`config.mk`:
```
export PLATFORM = sky130hd
export DESIGN_NAME = dual_adc_word_unpack_clip_peak
export DESIGN_NICKNAME = d
export VERILOG_FILES = /design/src/sv/dawu_pkg.sv /design/src/sv/dawu_unpack.sv /design/src/sv/dual_adc_word_unpack_clip_peak.sv
export SDC_FILE = /design/constraint.sdc
export NUM_CORES = 1
export LEC_CHECK = 0
export BUFFER_PORTS_ARGS = -buffer_cell sky130_fd_sc_hd__buf_2
export CAP_MARGIN = 10
export CORE_AREA = 2 2 131 197
export CTS_CLUSTER_SIZE = 24
export DETAILED_ROUTE_END_ITERATION = 10
export DIE_AREA = 0 0 133 199
export PLACE_DENSITY = 0.76
export SYNTH_ARGS = -nofsm -noshare
export SYNTH_HDL_FRONTEND = slang
export SYNTH_HIERARCHICAL = 1
export SYNTH_SLANG_ARGS = --single-unit
```
`constraint.sdc`:
```
create_clock -name clk -period 5.8 [get_ports clk]
set_input_delay 0.58 -clock clk [delete_from_list [all_inputs] [get_ports clk]]
set_output_delay 0.58 -clock clk [all_outputs]
set_load 0.05 [all_outputs]
```
`src/sv/dawu_pkg.sv`:
```
package dawu_pkg;

  localparam int unsigned WORD_W = 32;
  localparam int unsigned CODE_W = 12;
  localparam int unsigned SAMPLE_W = 16;
  localparam int unsigned AUX_W = 8;
  localparam int unsigned COUNT_W = 32;
  localparam int unsigned PEAK_W = 12;
  localparam int unsigned PAD_SHIFT = 4;
  localparam int unsigned CFG_INDEX_W = 3;
  localparam int unsigned OUT_DATA_W = 2 * SAMPLE_W + AUX_W + 2 * COUNT_W + 2 * PEAK_W;

  localparam logic [CODE_W:0] MID_CODE = (CODE_W + 1)'(2047);
  localparam int unsigned B_LSB = 20;
  localparam int unsigned AUX_LSB = 12;
  localparam int unsigned CLIP_A_BIT = 12;
  localparam int unsigned CLIP_B_BIT = 13;

  typedef enum logic [CFG_INDEX_W-1:0] {
    CFG_CHAN_A_ENABLE = 3'd0,
    CFG_CHAN_B_ENABLE = 3'd1,
    CFG_PAD_ENABLE    = 3'd2,
    CFG_PEAK_ENABLE   = 3'd3,
    CFG_SINGLE_MODE   = 3'd4
  } cfg_index_t;

  typedef struct packed {
    logic chan_a_enable;
    logic chan_b_enable;
    logic pad_enable;
    logic peak_enable;
    logic single_mode;
  } cfg_t;

  typedef struct packed {
    logic [COUNT_W-1:0] clip_count_a;
    logic [COUNT_W-1:0] clip_count_b;
    logic [PEAK_W-1:0]  peak_level_a;
    logic [PEAK_W-1:0]  peak_level_b;
  } track_t;

  // packed MSB first, so sample_a lands in the lowest bits
  typedef struct packed {
    logic [PEAK_W-1:0]          peak_b;
    logic [PEAK_W-1:0]          peak_a;
    logic [COUNT_W-1:0]         clip_total_b;
    logic [COUNT_W-1:0]         clip_total_a;
    logic [AUX_W-1:0]           aux_bits;
    logic signed [SAMPLE_W-1:0] sample_b;
    logic signed [SAMPLE_W-1:0] sample_a;
  } result_t;

endpackage

```
`src/sv/dawu_unpack.sv`:
```
module dawu_unpack (
  input  logic [dawu_pkg::WORD_W-1:0] raw_word,
  input  logic                        block_start,
  input  dawu_pkg::cfg_t              cfg,
  input  dawu_pkg::track_t            track,
  output dawu_pkg::track_t            track_next,
  output dawu_pkg::result_t           result
);
  import dawu_pkg::*;

  logic [WORD_W-1:0]        w;
  logic [CODE_W-1:0]        code_a;
  logic [CODE_W-1:0]        code_b;
  logic signed [CODE_W-1:0] va;
  logic signed [CODE_W-1:0] vb;
  logic [PEAK_W-1:0]        mag_a;
  logic [PEAK_W-1:0]        mag_b;
  logic [PEAK_W-1:0]        base_a;
  logic [PEAK_W-1:0]        base_b;
  logic                     en_a;
  logic                     en_b;
  logic                     peaks;
  logic                     trk_a;
  logic                     trk_b;
  logic [CODE_W:0]          diff_a;
  logic [CODE_W:0]          diff_b;

  assign w      = cfg.single_mode ? {{(WORD_W-16){1'b0}}, raw_word[15:0]} : raw_word;
  assign code_a = w[CODE_W-1:0];
  assign code_b = w[B_LSB +: CODE_W];

  assign diff_a = MID_CODE - {1'b0, code_a};
  assign diff_b = MID_CODE - {1'b0, code_b};
  assign va     = signed'(diff_a[CODE_W-1:0]);
  assign vb     = signed'(diff_b[CODE_W-1:0]);

  assign mag_a  = va[CODE_W-1] ? PEAK_W'(-va) : PEAK_W'(va);
  assign mag_b  = vb[CODE_W-1] ? PEAK_W'(-vb) : PEAK_W'(vb);

  assign en_a   = cfg.chan_a_enable;
  assign en_b   = cfg.chan_b_enable && !cfg.single_mode;
  assign peaks  = cfg.peak_enable && !cfg.single_mode;
  assign trk_a  = peaks && (en_a || !en_b);
  assign trk_b  = peaks && (en_b || !en_a);

  assign base_a = block_start ? '0 : track.peak_level_a;
  assign base_b = block_start ? '0 : track.peak_level_b;

  always_comb begin
    track_next = track;
    if (en_a && w[CLIP_A_BIT] && (track.clip_count_a != '1)) begin
      track_next.clip_count_a = track.clip_count_a + COUNT_W'(1);
    end
    if (en_b && w[CLIP_B_BIT] && (track.clip_count_b != '1)) begin
      track_next.clip_count_b = track.clip_count_b + COUNT_W'(1);
    end
    track_next.peak_level_a = (trk_a && (mag_a > base_a)) ? mag_a : base_a;
    track_next.peak_level_b = (trk_b && (mag_b > base_b)) ? mag_b : base_b;
  end

  always_comb begin
    result = '0;
    if (en_a) begin
      result.sample_a = cfg.pad_enable ? {va, {PAD_SHIFT{1'b0}}} : SAMPLE_W'(va);
    end
    if (en_b) begin
      result.sample_b = cfg.pad_enable ? {vb, {PAD_SHIFT{1'b0}}} : SAMPLE_W'(vb);
    end
    result.aux_bits     = cfg.single_mode ? {4'b0000, w[AUX_LSB +: 4]} : w[AUX_LSB +: AUX_W];
    result.clip_total_a = track_next.clip_count_a;
    result.clip_total_b = track_next.clip_count_b;
    result.peak_a       = trk_a ? track_next.peak_level_a : '0;
    result.peak_b       = trk_b ? track_next.peak_level_b : '0;
  end

endmodule

```
`src/sv/dual_adc_word_unpack_clip_peak.sv`:
```
// Dual 12-bit ADC capture word unpacker with clip counters and block peaks.
//
// Input stream: s_tdata carries one 32-bit capture word (channel A in bits
// 11:0, aux/clip flags in 19:12, channel B in 31:20); s_tuser marks the first
// word of a block. Output stream: m_tdata carries one 128-bit result per
// input word. Configuration: cfg_valid/cfg_ready with cfg_index selecting one
// of five one-bit registers (cfg_data[0]); cfg_ready is always high, and
// registers are meant to be written only while the stream is idle.
//
// Each word passes through one input register, then the unpack/count/peak
// logic into the output register.
// Throughput is one word per cycle while m_tready is high; the clip
// counters and peak levels are updated as a word moves into the output
// register, so each word sees the state left by the one before it.
//
// Reset clears both stages, the counters and peaks, and loads the register
// defaults (both channels on, padding, peaks and single mode off). When the
// receiver stalls, the output holds and the input register fills, after
// which s_tready drops until m_tready returns.
module dual_adc_word_unpack_clip_peak (
  input  logic                                clk,
  input  logic                                rst,
  input  logic                                s_tvalid,
  output logic                                s_tready,
  input  logic [dawu_pkg::WORD_W-1:0]         s_tdata,   // raw_word
  input  logic                                s_tuser,   // block_start
  output logic                                m_tvalid,
  input  logic                                m_tready,
  // sample_a, sample_b, aux_bits, clip_total_a, clip_total_b, peak_a, peak_b
  output logic [dawu_pkg::OUT_DATA_W-1:0]     m_tdata,
  input  logic                                cfg_valid,
  output logic                                cfg_ready,
  input  logic [dawu_pkg::CFG_INDEX_W-1:0]    cfg_index,
  input  logic                                cfg_data
);
  import dawu_pkg::*;

  cfg_t              cfg;
  track_t            track;
  track_t            track_next;
  result_t           result;
  logic              in_valid;
  logic [WORD_W-1:0] in_word;
  logic              in_start;
  logic              advance;

  assign cfg_ready = 1'b1;
  assign advance   = in_valid && (!m_tvalid || m_tready);
  assign s_tready  = !in_valid || advance;

  always_ff @(posedge clk) begin
    if (rst) begin
      cfg <= '{chan_a_enable: 1'b1, chan_b_enable: 1'b1, pad_enable: 1'b0,
               peak_enable: 1'b0, single_mode: 1'b0};
    end else if (cfg_valid && cfg_ready) begin
      unique case (cfg_index_t'(cfg_index))
        CFG_CHAN_A_ENABLE: cfg.chan_a_enable <= cfg_data;
        CFG_CHAN_B_ENABLE: cfg.chan_b_enable <= cfg_data;
        CFG_PAD_ENABLE:    cfg.pad_enable    <= cfg_data;
        CFG_PEAK_ENABLE:   cfg.peak_enable   <= cfg_data;
        CFG_SINGLE_MODE:   cfg.single_mode   <= cfg_data;
        default: ;
      endcase
    end
  end

  always_ff @(posedge clk) begin
    if (rst) begin
      in_valid <= 1'b0;
    end else if (s_tvalid && s_tready) begin
      in_valid <= 1'b1;
    end else if (advance) begin
      in_valid <= 1'b0;
    end
  end

  always_ff @(posedge clk) begin
    if (s_tvalid && s_tready) begin
      in_word  <= s_tdata;
      in_start <= s_tuser;
    end
  end

  dawu_unpack u_unpack (
    .raw_word    (in_word),
    .block_start (in_start),
    .cfg         (cfg),
    .track       (track),
    .track_next  (track_next),
    .result      (result)
  );

  always_ff @(posedge clk) begin
    if (rst) begin
      track    <= '0;
      m_tvalid <= 1'b0;
    end else begin
      if (advance) begin
        track    <= track_next;
        m_tvalid <= 1'b1;
      end else if (m_tready) begin
        m_tvalid <= 1'b0;
      end
    end
  end

  always_ff @(posedge clk) begin
    if (advance) begin
      m_tdata <= result;
    end
  end

endmodule

```
=== Word-level counts from Yosys, hierarchy flattened ===
Cells that the tools add are included.

* $lt $le $gt $ge: 2
* Reduce and logical (&&, ||, !) cells: 31
* Bitwise logic cells: 2
* $add $sub $neg: 6
* Mux-type cells: 15
* Eq/ne operators: 6

{| class="wikitable"
|+ Operator list
! cell !! count
|-
| 2-to-1 mux 32 bit || 3
|-
| 2-to-1 mux 12 bit || 6
|-
| adder 32 x 1 -> 32 bit, second input constant || 2
|-
| != test 32 bit, second input constant || 2
|-
| 2-to-1 mux 15 bit || 2
|-
| greater-than comparator 12 bit || 2
|-
| negation 12 bit || 2
|-
| subtractor 11 x 12 -> 12 bit, first input constant || 2
|-
| logical AND 1 bit || 12
|-
| AND reduction 2 bit || 5
|-
| equality test 3 x 2 -> 1 bit, second input constant || 2
|-
| zero test 1 bit || 5
|-
| logical OR 1 bit || 4
|-
| 2-to-1 mux 1 bit || 4
|-
| nonzero test 2 bit || 2
|-
| OR reduction 2 bit || 2
|-
| equality test 3 x 1 -> 1 bit, second input constant || 1
|-
| equality test 3 bit, second input constant || 1
|-
| zero test 3 bit || 1
|-
| inverter 1 bit || 2
|}

* Flip-flop bits (word level): 256
* Input bits: 42
* Logic and storage cells: 83

=== Longest topological paths before layout ===
Gate-level depths: netlist of run 1.

* Depth after elaboration: 7
* Gate-level depth with buffers: 18
* Gate-level depth less buffers: 15

=== Hierarchy ===
Netlist of run 1, hierarchy kept.

{| class="wikitable"
|+ Modules (own cells, without submodules)
! module !! cells an instance !! area each (um2) !! instances !! sequential area each (um2)
|-
| dual_adc_word_unpack_clip_peak || 576 || 9058.7 || 1 || 6736.5
|-
| dawu_unpack || 643 || 4394.2 || 1 || 0.0
|}

=== Worst setup path after synthesis of run 1 ===
Ideal clock, no wire load.

* Path kind: flip-flop to flip-flop
* From: register cfg[0] (netlist name)
* To: register m_tdata[124] (netlist name) (data pin)
* Required time: 5.520 ns
* Period minus slack after synthesis: 3.262 ns
* Arrival time: 2.982 ns
* Stages on the path, launching flop included: 16
* Setup time: 0.280 ns
* Setup slack: 2.538 ns
* Path through: dfxtp_1 -> clkbuf_1 -> nor2b_1 -> ha_1 -> nand3_1 -> nand2_1 -> or2_2 -> o311ai_0 -> inv_1 -> ha_1 -> nand4_1 -> a211o_1 -> a31o_2 -> buf_2 -> buf_4 -> mux2i_1

* Cells in the longest elaborated chain, start to end: 7

{| class="wikitable"
|+ Ends and longest elaborated chain
! item !! line !! RTL
|-
| 2-to-1 mux 32 bit || dawu_unpack.sv:28 || <nowiki>assign w = cfg.single_mode ? {{(WORD_W-16){1'b0}}, raw_word[15:0]} : raw_word;</nowiki>
|-
| subtractor 11 x 12 -> 12 bit || dawu_unpack.sv:33 || <nowiki>assign diff_b = MID_CODE - {1'b0, code_b};</nowiki>
|-
| negation 12 bit || dawu_unpack.sv:38 || <nowiki>assign mag_b = vb[CODE_W-1] ? PEAK_W'(-vb) : PEAK_W'(vb);</nowiki>
|-
| 2-to-1 mux 12 bit || dawu_unpack.sv:38 ||
|-
| greater-than comparator 12 bit || dawu_unpack.sv:58 || <nowiki>track_next.peak_level_b = (trk_b && (mag_b > base_b)) ? mag_b : base_b;</nowiki>
|-
| logical AND 1 bit || dawu_unpack.sv:58 ||
|-
| 2-to-1 mux 12 bit || dawu_unpack.sv:58 ||
|-
| end signal, assigned || dual_adc_word_unpack_clip_peak.sv:109 || <nowiki>m_tdata <= result;</nowiki>
|-
| end, declared || dual_adc_word_unpack_clip_peak.sv:30 || <nowiki>output logic [dawu_pkg::OUT_DATA_W-1:0] m_tdata,</nowiki>
|}

Parallel ways exist; a longest one is shown, timed or not.
A chain may end at the register's enable or synchronous reset.

==> impl_metrics.toml, run 1 <==
[synthesis]
synthCells = 1219
syn_nets = 1289
synth-main-ff-cell = "edfxtp_1"
synth.distinct_cells = 64
synth_edf_count = 161
synthArstFlopShare_pct = 0
synth.cell_area_um2 = 13450
synth_seq_cells = 256
synth_area_per_cell_um2 = 11.04
yosysSeqAreaShare_pct = 50.07
yosys_warnings = 6

[grt]
grt_start_max_net_pins = 167
antenna_found_initial = 2
grt_overflow = 0
grt_first_pass_wirelength_um = 43840
track_usage_pct = 20.72
grt_pass1_vias = 8765

[floorplan]
die_w_um = 133
ios = 173
die_area_um2 = 26470
num_rows = 71
core_um2 = 24790
start_util_pct = 54.28
die_y_um = 199

[clock_tree]
postCtsSetupRepairBufs = 0
clkLatencyLatePin_ns = 0.54
cts_hold_buf = 0
cts_root_buffer = "clkbuf_16"
htree_levels = 1
path_clk_slew_ns = 0.06
post_cts_resize_count = 0
numCtsBuffers = 26
cts_tree = "built"
cts_buffer_depth = 3
cts.sinks = 256

[route]
initialDrtViolationCount = 497
via_count = 8884
routedLengthMet1_um = 10310
postRouteAntennaNets = 0
met2_length_um = 14870
routed.top_layer = "met5"
drc_errors = 0
drt_pass1_iterations = 6
vias_per_cell = 5.384
routed_wl_um = 27710
met3WireLength_um = 1534
wl_per_cell_um = 16.79

[power_and_ir_drop]
powerDensity_nw_per_um2 = 282.8
clockPowerShare_pct = 41.3
swShare_pct = 24.63
power.switching_uw = 1039
leakage_uw = 0.005762
p_seq_share_pct = 48.3
comb_power_share_pct = 10.4
vdd_drop_max_mv = 0.2657
p_int_uw = 3181

[run]
cap_violations = 0

[cells_and_area]
fill_cells = 2054
antenna_cells = 0
multi_input_area_um2 = 5802
final_nets = 1372
final_cell_mix = "214 x nand2b_1, 170 x buf_2, 161 x edfxtp_1, 141 x mux2i_1, 95 x dfxtp_1"
final_common_cell = "nand2b_1"
seq_area_um2 = 6736
area_growth_pct = 10.93
drive_gt1_share_pct = 18.76
final_area_um2 = 14920

[setup_path]
reg2reg_from = "cfg[0]$_SDFFE_PP0P_"
r2r_cells = 14
worst_path_max_delay_cell = "dfxtp_1"
startpoint_type = "flip-flop"
critPathArrivalTime_ns = 4.68
timing.rr.end = "track[2]$_SDFFE_PP0P_"
crit_chain = "nor2b_1 > ha_1 > nand3_1 > nand2_1 > or2_2 > o311ai_0 > inv_1 > ha_1 > nand4_1 > o31ai_1 > a31o_2 > mux2i_1 > nand2b_1 > mux2i_1"
path_max_fanout = 25
critical_path_class = "flip-flop to flip-flop"
worst_ep_required_time_ns = 6.25
r2r_slack_ns = 1.58
end_kind = "flip-flop"
crit_start = "cfg[0]$_SDFFE_PP0P_"
slowest_delay_ns = 0.79
endpoint = "track[2]$_SDFFE_PP0P_"

[place]
hpwl_um = 18910
placed_area_um2 = 14010
place.gp.congestion = 0.9002
port_buffers = 171

[run_status]
outcome = "complete, no violations"

[sta]
setup-tns-final_ns = 0
drv_slew = 0
period_minus_slack_ns = 4.221
rsz0062_at_grt = "false"
fin_crit_sh_pct = 72.78
worst_slew_pin_slew_ns = 1.113
max_freq_mhz = 236.9
fin_skew_ns = 0.01237
hold_violations = 0
timing.hold.ws_ns = 0.2153
relSlewSlack_pct = 25.18
setup_viol = 0

[min_path]
hp-class = "input pin to flip-flop"
==> power by group through the flow <==
stage	sequential [uW]	combinational [uW]	clock (uW)
6_report	2040	438	1750
5_1_grt	2040	469	1860
4_1_cts	2040	440	1790
3_5_place_dp	2080	439	0
3_3_place_gp	2080	432	0
2_1_floorplan	2210	199	0
==> flip-flops by register name, indices dropped and copies added, names as in the netlist <==
name      flops
m_tvalid      1
track        88
m_tdata     128
in_word      32
in_start      1
cfg           5
in_valid      1
==> critical path: cells and delay by family (launching register included) <==
| kind | cells | cell delay, ns |
|---|---|---|
| AO/OA/AOI/OAI | 3 | 1.21 |
| AND/OR/NAND/NOR | 6 | 1.00 |
| flip-flops | 1 | 0.79 |
| adder cells (fa/ha/maj) | 2 | 0.58 |
| multiplexers | 2 | 0.43 |
| buffers and inverters | 1 | 0.10 |
==> cells by family (layout without fill, tap and decap cells) <==
group,count (synthesis),after routing,synth area share (%)
XOR/XNOR,69,69,4.492
AND/OR/NAND/NOR,468,468,20.54
buffers and inverters,161,264,6.966
adder cells (fa/ha/maj),28,28,2.604
flip-flops,256,256,50.07
AO/OA/AOI/OAI,91,91,4.464
other,1,1,0.02788
multiplexers,145,145,10.83
==> layout make-up <==
type	instances	area share, %
tap	328	2.750
clock inverter	14	1.048
sequential	256	45.14
multi-input combinational	802	38.88
clock buffer	34	5.039
inverter	38	0.9558
timing repair buffer	178	6.188
==> routing by layer <==
metal / vias to the layer above / GRT usage [%]
li1: 4370 / -
met1: 4259 / 21.66
met3: 48 / 4.230
met4: 4 / 8.881
met2: 203 / 39.84
met5: - / 0
==> cells in the mapped netlist, types with 3 or more instances <==
cell | n | area share [%]
and2_1 | 8 | 0.37
and4_1 | 11 | 0.72
nand4b_1 | 4 | 0.26
o211ai_1 | 5 | 0.28
a21o_1 | 4 | 0.22
clkbuf_1 | 35 | 0.98
edfxtp_1 | 161 | 36
o21ai_0 | 15 | 0.56
nor3_1 | 20 | 0.74
xor2_1 | 26 | 1.7
nor4_1 | 3 | 0.14
a211oi_1 | 12 | 0.67
a21oi_1 | 29 | 1.1
dfxtp_1 | 95 | 14
buf_2 | 5 | 0.19
inv_1 | 38 | 1.1
mux2i_1 | 141 | 10
nor2_1 | 39 | 1.1
nand3_1 | 29 | 1.1
and3_1 | 16 | 0.74
nand4_1 | 27 | 1.3
nor2b_1 | 17 | 0.79
ha_1 | 28 | 2.6
nand2b_1 | 214 | 10
a31oi_1 | 5 | 0.23
buf_4 | 78 | 4.4
xnor2_1 | 43 | 2.8
mux2_2 | 4 | 0.33
or3_1 | 5 | 0.23
buf_6 | 3 | 0.25
nand2_1 | 47 | 1.3
or2b_1 | 5 | 0.28
or2_2 | 7 | 0.33
==> stage by stage <==
stage | setup WS, ns | util, % | power [uW] | std cells
floorplan | 2.538 | - | 2410 | 1219
global placement | 1.887 | 56.55 | 2507 | 1602
detailed placement | 1.702 | 56.55 | 2515 | 1602
CTS | 1.636 | 60.21 | 4273 | 1650
global route | 1.160 | 60.21 | 4371 | 1650
finish | 1.579 | 60.21 | 4220 | 1650
==> worst min path at each step <==
| stage | startpoint | to | slack [ns] | cells past startpoint |
|---|---|---|---|---|
| 6_report | s_tdata[12] | in_word[12]$_DFFE_PP_ | 0.22 | 1 |
| 4_1_cts | s_tdata[12] | in_word[12]$_DFFE_PP_ | 0.19 | 1 |
| 2_1_floorplan | track[12]$_SDFFE_PP0P_ | track[12]$_SDFFE_PP0P_ | 0.44 | 2 |
| 3_5_place_dp | in_word[14]$_DFFE_PP_ | m_tdata[34]$_DFFE_PP_ | 0.43 | 0 |
| 5_1_grt | s_tdata[10] | in_word[10]$_DFFE_PP_ | 0.19 | 1 |
| 3_3_place_gp | in_word[14]$_DFFE_PP_ | m_tdata[34]$_DFFE_PP_ | 0.40 | 0 |
(Power assumes the default switching activity.)
==> inputs of run 2 (changes only) <==
--- a/config.mk
+++ b/config.mk
@@ -7,10 +7,10 @@
 export LEC_CHECK = 0
 export BUFFER_PORTS_ARGS = -buffer_cell sky130_fd_sc_hd__buf_2
 export CAP_MARGIN = 10
-export CORE_AREA = 2 2 131 197
+export CORE_AREA = 2 2 134 201
 export CTS_CLUSTER_SIZE = 24
 export DETAILED_ROUTE_END_ITERATION = 10
-export DIE_AREA = 0 0 133 199
+export DIE_AREA = 0 0 136 203
 export PLACE_DENSITY = 0.76
 export SYNTH_ARGS = -nofsm -noshare
 export SYNTH_HDL_FRONTEND = slang
==> constraint.sdc (replaced) <==
create_clock -name clk -period 3.86 [get_ports clk]
set_input_delay 0.386 -clock clk [delete_from_list [all_inputs] [get_ports clk]]
set_output_delay 0.386 -clock clk [all_outputs]
set_load 0.05 [all_outputs]
==> run 2 against run 1 <==
Combinational power increased by 53%. Worst hold slack got worse by 0.20 ns. Non-clock buffer count increased by 17. Total power increased by 51%. Via count increased by 1.3%. Utilization decreased by 1.6 points. Sequential cell count unchanged. Clock power increased by 51%. Wire length decreased by 1.2%. Sequential power increased by 50%. Critical path depth increased by 1. Final cell count increased by 1.3%. Largest power group unchanged.
==> impl_metrics.toml, run 2 (synthesis results as in run 1) <==
[power_and_ir_drop]
clockPowerShare_pct = 41.5
comb_power_share_pct = 10.5
vdd_drop_max_mv = 0.3781
swShare_pct = 24.87
powerDensity_nw_per_um2 = 421.6
power.switching_uw = 1584
leakage_uw = 0.005829
p_seq_share_pct = 48.0
p_int_uw = 4786

[floorplan]
die_w_um = 136
ios = 173
core_um2 = 25760
start_util_pct = 52.21
die_area_um2 = 27610
num_rows = 72
die_y_um = 203

[cells_and_area]
largest_reg_flops = 128
regMostFlops = "m_tdata"
fill_cells = 2186
final_cell_mix = "214 x nand2b_1, 170 x buf_2, 161 x edfxtp_1, 141 x mux2i_1, 95 x dfxtp_1"
antenna_cells = 0
top_regs = "m_tdata: 128 flops, track: 88 flops, in_word: 32 flops"
final_common_cell = "nand2b_1"
drive_gt1_share_pct = 19.12
area_growth_pct = 12.30
final_nets = 1389

[setup_path]
critical_path_class = "flip-flop to flip-flop"
end_kind = "flip-flop"
crit_start = "in_word[20]$_DFFE_PP_"
endpoint = "track[2]$_SDFFE_PP0P_"
reg2reg_from = "in_word[20]$_DFFE_PP_"
r2r_cells = 15
startpoint_type = "flip-flop"
critPathArrivalTime_ns = 3.98
worst_ep_required_time_ns = 4.32
timing.rr.end = "track[2]$_SDFFE_PP0P_"
path_max_fanout = 14
r2r_slack_ns = 0.35

[grt]
grt_first_pass_wirelength_um = 44300
track_usage_pct = 19.90
grt_start_max_net_pins = 107
antenna_found_initial = 0
grt_pass1_vias = 9065
grt_overflow = 0

[route]
wl_per_cell_um = 16.38
via_count = 8999
drt_pass1_iterations = 5
vias_per_cell = 5.382
drc_errors = 0
routed_wl_um = 27390
initialDrtViolationCount = 496
postRouteAntennaNets = 0

[sta]
rsz0062_at_grt = "false"
fin_crit_sh_pct = 91.00
timing.hold.ws_ns = 0.02006
setup-tns-final_ns = 0
setup_viol = 0
relSlewSlack_pct = 27.26
hold_violations = 0
drv_slew = 0
setup_ws_ns = 0.3473
max_freq_mhz = 284.7
period_minus_slack_ns = 3.513
worst_slew_pin_slew_ns = 1.090
fin_skew_ns = 0.01989

[place]
dp_slack_ns = 0.4182
hpwl_um = 19010
port_buffers = 171
place.gp.congestion = 0.8606

[clock_tree]
cts.sinks = 256
clkLatencyLatePin_ns = 0.54
numCtsBuffers = 26
cts_tree = "built"
cts_buffer_depth = 3
cts_root_buffer = "clkbuf_16"
post_cts_resize_count = 0
htree_levels = 1
path_clk_slew_ns = 0.06

[min_path]
hp-class = "input pin to flip-flop"

[run_status]
outcome = "complete, no violations"

[run]
cap_violations = 0
-- run 2: routing by layer --
layer | global-route usage (%) | vias to the layer above | part of all wire [%]
li1 | - | 4406 | -
met1 | 21.64 | 4317 | 38
met2 | 37.24 | 206 | 54
met3 | 3.196 | 70 | 4.6
met4 | 8.891 | 0 | 3.8
met5 | 0 | - | 0
-- run 2: stage by stage --
| stage | cells | total power (uW) | util (%) | cell area, um^2 |
|---|---|---|---|---|
| floorplan | 1219 | 3621 | - | 13450 |
| global placement | 1618 | 3773 | 54.89 | 14140 |
| detailed placement | 1618 | 3785 | 54.89 | 14140 |
| CTS | 1672 | 6441 | 58.64 | 15110 |
| global route | 1672 | 6593 | 58.64 | 15110 |
| finish | 1672 | 6370 | 58.64 | 15110 |
-- run 2: critical path, cell delays in order, from the launching register on --
cell and delay, ns:
edfxtp_1 0.41, nor2b_1 0.29, ha_1 0.23, nand3_1 0.10, a211oi_1 0.30, a21oi_1 0.08
o22ai_1 0.31, inv_1 0.08, ha_1 0.31, nand4_1 0.13, o31ai_1 0.33, a31o_2 0.18
buf_4 0.24, mux2i_1 0.21, nand2b_1 0.08, mux2i_1 0.15
-- run 2: power groups by stage --
stage	Clock [uW]	Combinational (uW)	Sequential, uW
final	2640	671	3060
after global routing	2810	717	3070
after CTS	2710	675	3060
after detailed placement	0	668	3120
after global placement	0	658	3110
after floorplan	0	300	3320
-- run 2: cell type report --
class	instances	area, um^2	share of cell area (%)
Clock buffer	31	700.7	4.638
Clock inverter	17	206.4	1.366
Inverter	38	142.6	0.9441
Multi-Input combinational cell	802	5802	38.40
Sequential cell	256	6736	44.59
Tap cell	333	416.7	2.758
Timing Repair Buffer	195	1104	7.304
-- run 2: worst min-delay path by stage --
stage	from	to	slack, ns	depth (start not counted)
3_3_place_gp	in_word[15]$_DFFE_PP_	m_tdata[35]$_DFFE_PP_	0.40	0
4_1_cts	s_tdata[31]	in_word[31]$_DFFE_PP_	0.0002	1
2_1_floorplan	track[12]$_SDFFE_PP0P_	track[12]$_SDFFE_PP0P_	0.44	2
6_report	s_tdata[31]	in_word[31]$_DFFE_PP_	0.02	1
5_1_grt	s_tdata[21]	in_word[21]$_DFFE_PP_	0.007	1
3_5_place_dp	in_word[14]$_DFFE_PP_	m_tdata[34]$_DFFE_PP_	0.41	0
-- run 2: timing repair --
| item | 4_1_cts | 5_1_grt |
|---|---|---|
| hold buffers | 6 | 0 |
| setup endpoints to repair | 0 | 0 |
| hold endpoints to repair | 6 | 0 |
| buffers inserted | 0 | 0 |
==> inputs of run 3 (changes only) <==
--- a/config.mk
+++ b/config.mk
@@ -7,12 +7,12 @@
 export LEC_CHECK = 0
 export BUFFER_PORTS_ARGS = -buffer_cell sky130_fd_sc_hd__buf_2
 export CAP_MARGIN = 10
-export CORE_AREA = 2 2 134 201
+export CORE_AREA = 2 2 129 193
 export CTS_CLUSTER_SIZE = 24
 export DETAILED_ROUTE_END_ITERATION = 10
-export DIE_AREA = 0 0 136 203
-export PLACE_DENSITY = 0.76
+export DIE_AREA = 0 0 131 195
+export PLACE_DENSITY = 0.75
+export REMOVE_ABC_BUFFERS = 1
 export SYNTH_ARGS = -nofsm -noshare
 export SYNTH_HDL_FRONTEND = slang
-export SYNTH_HIERARCHICAL = 1
 export SYNTH_SLANG_ARGS = --single-unit
==> run 3 against run 2 <==
Sequential power about the same. Largest power group unchanged. Combinational power decreased by 4.8%. Final cell count decreased by 0.84%. Critical path depth unchanged. Wire length decreased by 0.96%. Register-to-register slack improved by 0.02 ns. Non-clock buffer count increased by 1. Sequential cell count unchanged. Clock power decreased by 9.8%. Clock skew decreased by 0.0017 ns. Worst hold slack improved by 0.010 ns. Fmax increased by 0.71%.
==> impl_metrics.toml, run 3 <==
[clock_tree]
cts_buffer_depth = 3
postCtsSetupRepairBufs = 0
cts.sinks = 256
numCtsBuffers = 25
cts_tree = "built"
path_clk_slew_ns = 0.06
htree_levels = 1
clkLatencyLatePin_ns = 0.53
cts_root_buffer = "clkbuf_16"

[route]
routed_wl_um = 27130
via_count = 9072
initialDrtViolationCount = 631
postRouteAntennaNets = 0
vias_per_cell = 5.472
wl_per_cell_um = 16.36
drc_errors = 0
drt_pass1_iterations = 5

[grt]
grtUsageMet1_pct = 25.43
grt_busiest_layer = "met2"
antenna_found_initial = 7
track_usage_pct = 21.25
grt_overflow = 0
grt_first_pass_wirelength_um = 43360
grt_start_max_net_pins = 90
grt_pass1_vias = 8762
use_met3_pct = 4.027
met2_usage_pct = 36.61

[setup_path]
critical_path_class = "flip-flop to flip-flop"
critPathArrivalTime_ns = 3.85
path_max_fanout = 14
worst_ep_required_time_ns = 4.22
end_kind = "flip-flop"
startpoint_type = "flip-flop"

[synthesis]
synth.cell_area_um2 = 12200
synth_area_leaders = "edfxtp_1 40%, dfxtp_1 16%, xnor2_1 5.4%"
yosys.area.top_type_share_pct = 39.63
yosys.area.top_type = "edfxtp_1"
synth.distinct_cells = 61
synth-main-ff-cell = "edfxtp_1"
synth_seq_cells = 256
yosys_warnings = 0
synth_edf_count = 161
synthCells = 1158
yosysSeqAreaShare_pct = 55.21
synth_area_per_cell_um2 = 10.54
synthArstFlopShare_pct = 0
synthMostInstantiatedCell = "edfxtp_1"
yosys-top-cells-count = "161 x edfxtp_1, 131 x nor2_1, 101 x nand2_1"

[power_and_ir_drop]
powerDensity_nw_per_um2 = 428.9
vdd_drop_max_mv = 0.5263
leakage_uw = 0.005232

[cells_and_area]
drive_gt1_share_pct = 19.10
instances_no_fill = 1658
regMostFlops = "m_tdata"
final_area_um2 = 14190
final_common_cell = "buf_2"
final_nets = 1387
fill_cells = 1986
final_cell_mix = "170 x buf_2, 161 x edfxtp_1, 131 x nor2_1, 101 x nand2_1, 95 x dfxtp_1"
largest_reg_flops = 128
area_growth_pct = 16.33
top_regs = "m_tdata: 128 flops, track: 88 flops, in_word: 32 flops"

[sta]
setup_viol = 0
drv_slew = 0
hold_violations = 0
worst_slew_pin_slew_ns = 0.9579
fin_skew_ns = 0.01821
fin_crit_sh_pct = 90.36
setup_ws_ns = 0.3722
period_minus_slack_ns = 3.488
relSlewSlack_pct = 36.14
rsz0062_at_grt = "false"
max_freq_mhz = 286.7

[place]
port_buffers = 171
hpwl_um = 18630
place.gp.congestion = 0.9233
dp_slack_ns = 0.3440
placed_area_um2 = 13390
place_inst = 1609

[floorplan]
die_area_um2 = 25550
die_y_um = 195
start_util_pct = 51.39
ios = 173
core_um2 = 23740
num_rows = 69
die_w_um = 131

[run]
cap_violations = 0

[run_status]
outcome = "complete, no violations"

[min_path]
hp-class = "input pin to flip-flop"
==> run 3: cell types whose count changed after synthesis, sizes merged, moves of 20 or more <==
cell	previous run	this run
mux2i	141	18
buf	88	9
nand2	47	101
nand2b	214	34
xnor2	43	75
xor2	26	58
nor2	39	140
clkbuf	35	55
a211oi	12	35
==> run 3: cells by family after synthesis <==
kind of cell / Yosys count / share of synthesized area, %
xor gates and xnor gates: 133 / 9.548
other: 1 / 0.03074
muxes: 20 / 1.661
adders and majority gates: 28 / 2.872
DFF: 256 / 55.21
buffers and inverters: 96 / 3.200
AOI/OAI and AO/OA: 138 / 7.630
and+or+nand+nor: 486 / 19.84
==> run 3: report_power, final <==
group | total [uW] | switching, uW | internal (uW)
clock network | 2380 | 1020 | 1370
logic | 639 | 475 | 164
registers | 3060 | 55.6 | 3010
total | 6090 | 1550 | 4540
==> run 3: cell type report <==
class	count	area [um^2]	share of cell area [%]
tap	319	399.1	2.812
multi-input combinational	806	5086	35.84
clock inverter	12	113.9	0.8023
antenna	4	10.01	0.07053
clock buffer	33	675.6	4.761
timing repair buffer	196	1046	7.370
inverter	32	125.1	0.8816
sequential	256	6736	47.47
==> run 3: per-layer routing <==
metal	wire length [um]	vias to the layer above
met3	1563	86
met1	10810	4304
met4	1142	6
li1	-	4430
met5	41	-
met2	13570	246
==> run 3: stage by stage <==
step / setup TNS, ns / utilization, % / hold WS, ns / total power [uW]
detailed placement: 0 / 56.38 / 0.4065 / 3760
CTS: 0 / 59.71 / 0.001567 / 6154
finish: 0 / 59.78 / 0.03017 / 6088
floorplan: -153.41 / - / 0.4003 / 3568
global placement: 0 / 56.38 / 0.4024 / 3753
global route: 0 / 59.76 / 0.003730 / 6303
==> run 3: worst paths after layout <==
path                                 to             startpoint  cells after the start  slack, ns
max          m_tdata[125]$_SDFFCE_PN0P_  in_word[21]$_DFFE_PP_                     15       0.37
min               in_word[17]$_DFFE_PP_            s_tdata[17]                      1       0.03
max reg2reg  m_tdata[125]$_SDFFCE_PN0P_  in_word[21]$_DFFE_PP_                     15       0.37
min reg2reg       m_tdata[35]$_DFFE_PP_  in_word[15]$_DFFE_PP_                      0       0.42
==> run 3: worst max-delay path: stages, from the launching register on <==
cell and delay [ns]:
edfxtp_1 0.41, nor2b_1 0.20, ha_1 0.23, nand4_1 0.16, o31ai_2 0.27, xnor2_1 0.15
nand2_1 0.11, ha_1 0.31, nand2_1 0.08, o21ai_0 0.09, a2111oi_1 0.37, buf_4 0.19
a21o_1 0.24, buf_4 0.24, nor2_1 0.06, a211oi_1 0.21
==> run 3: repair_timing <==
| action | 4_1_cts | 5_1_grt |
|---|---|---|
| setup endpoints to repair | 0 | 8 |
| hold buffers | 0 | 0 |
| resized for setup | 0 | 2 |
| hold endpoints to repair | 0 | 0 |
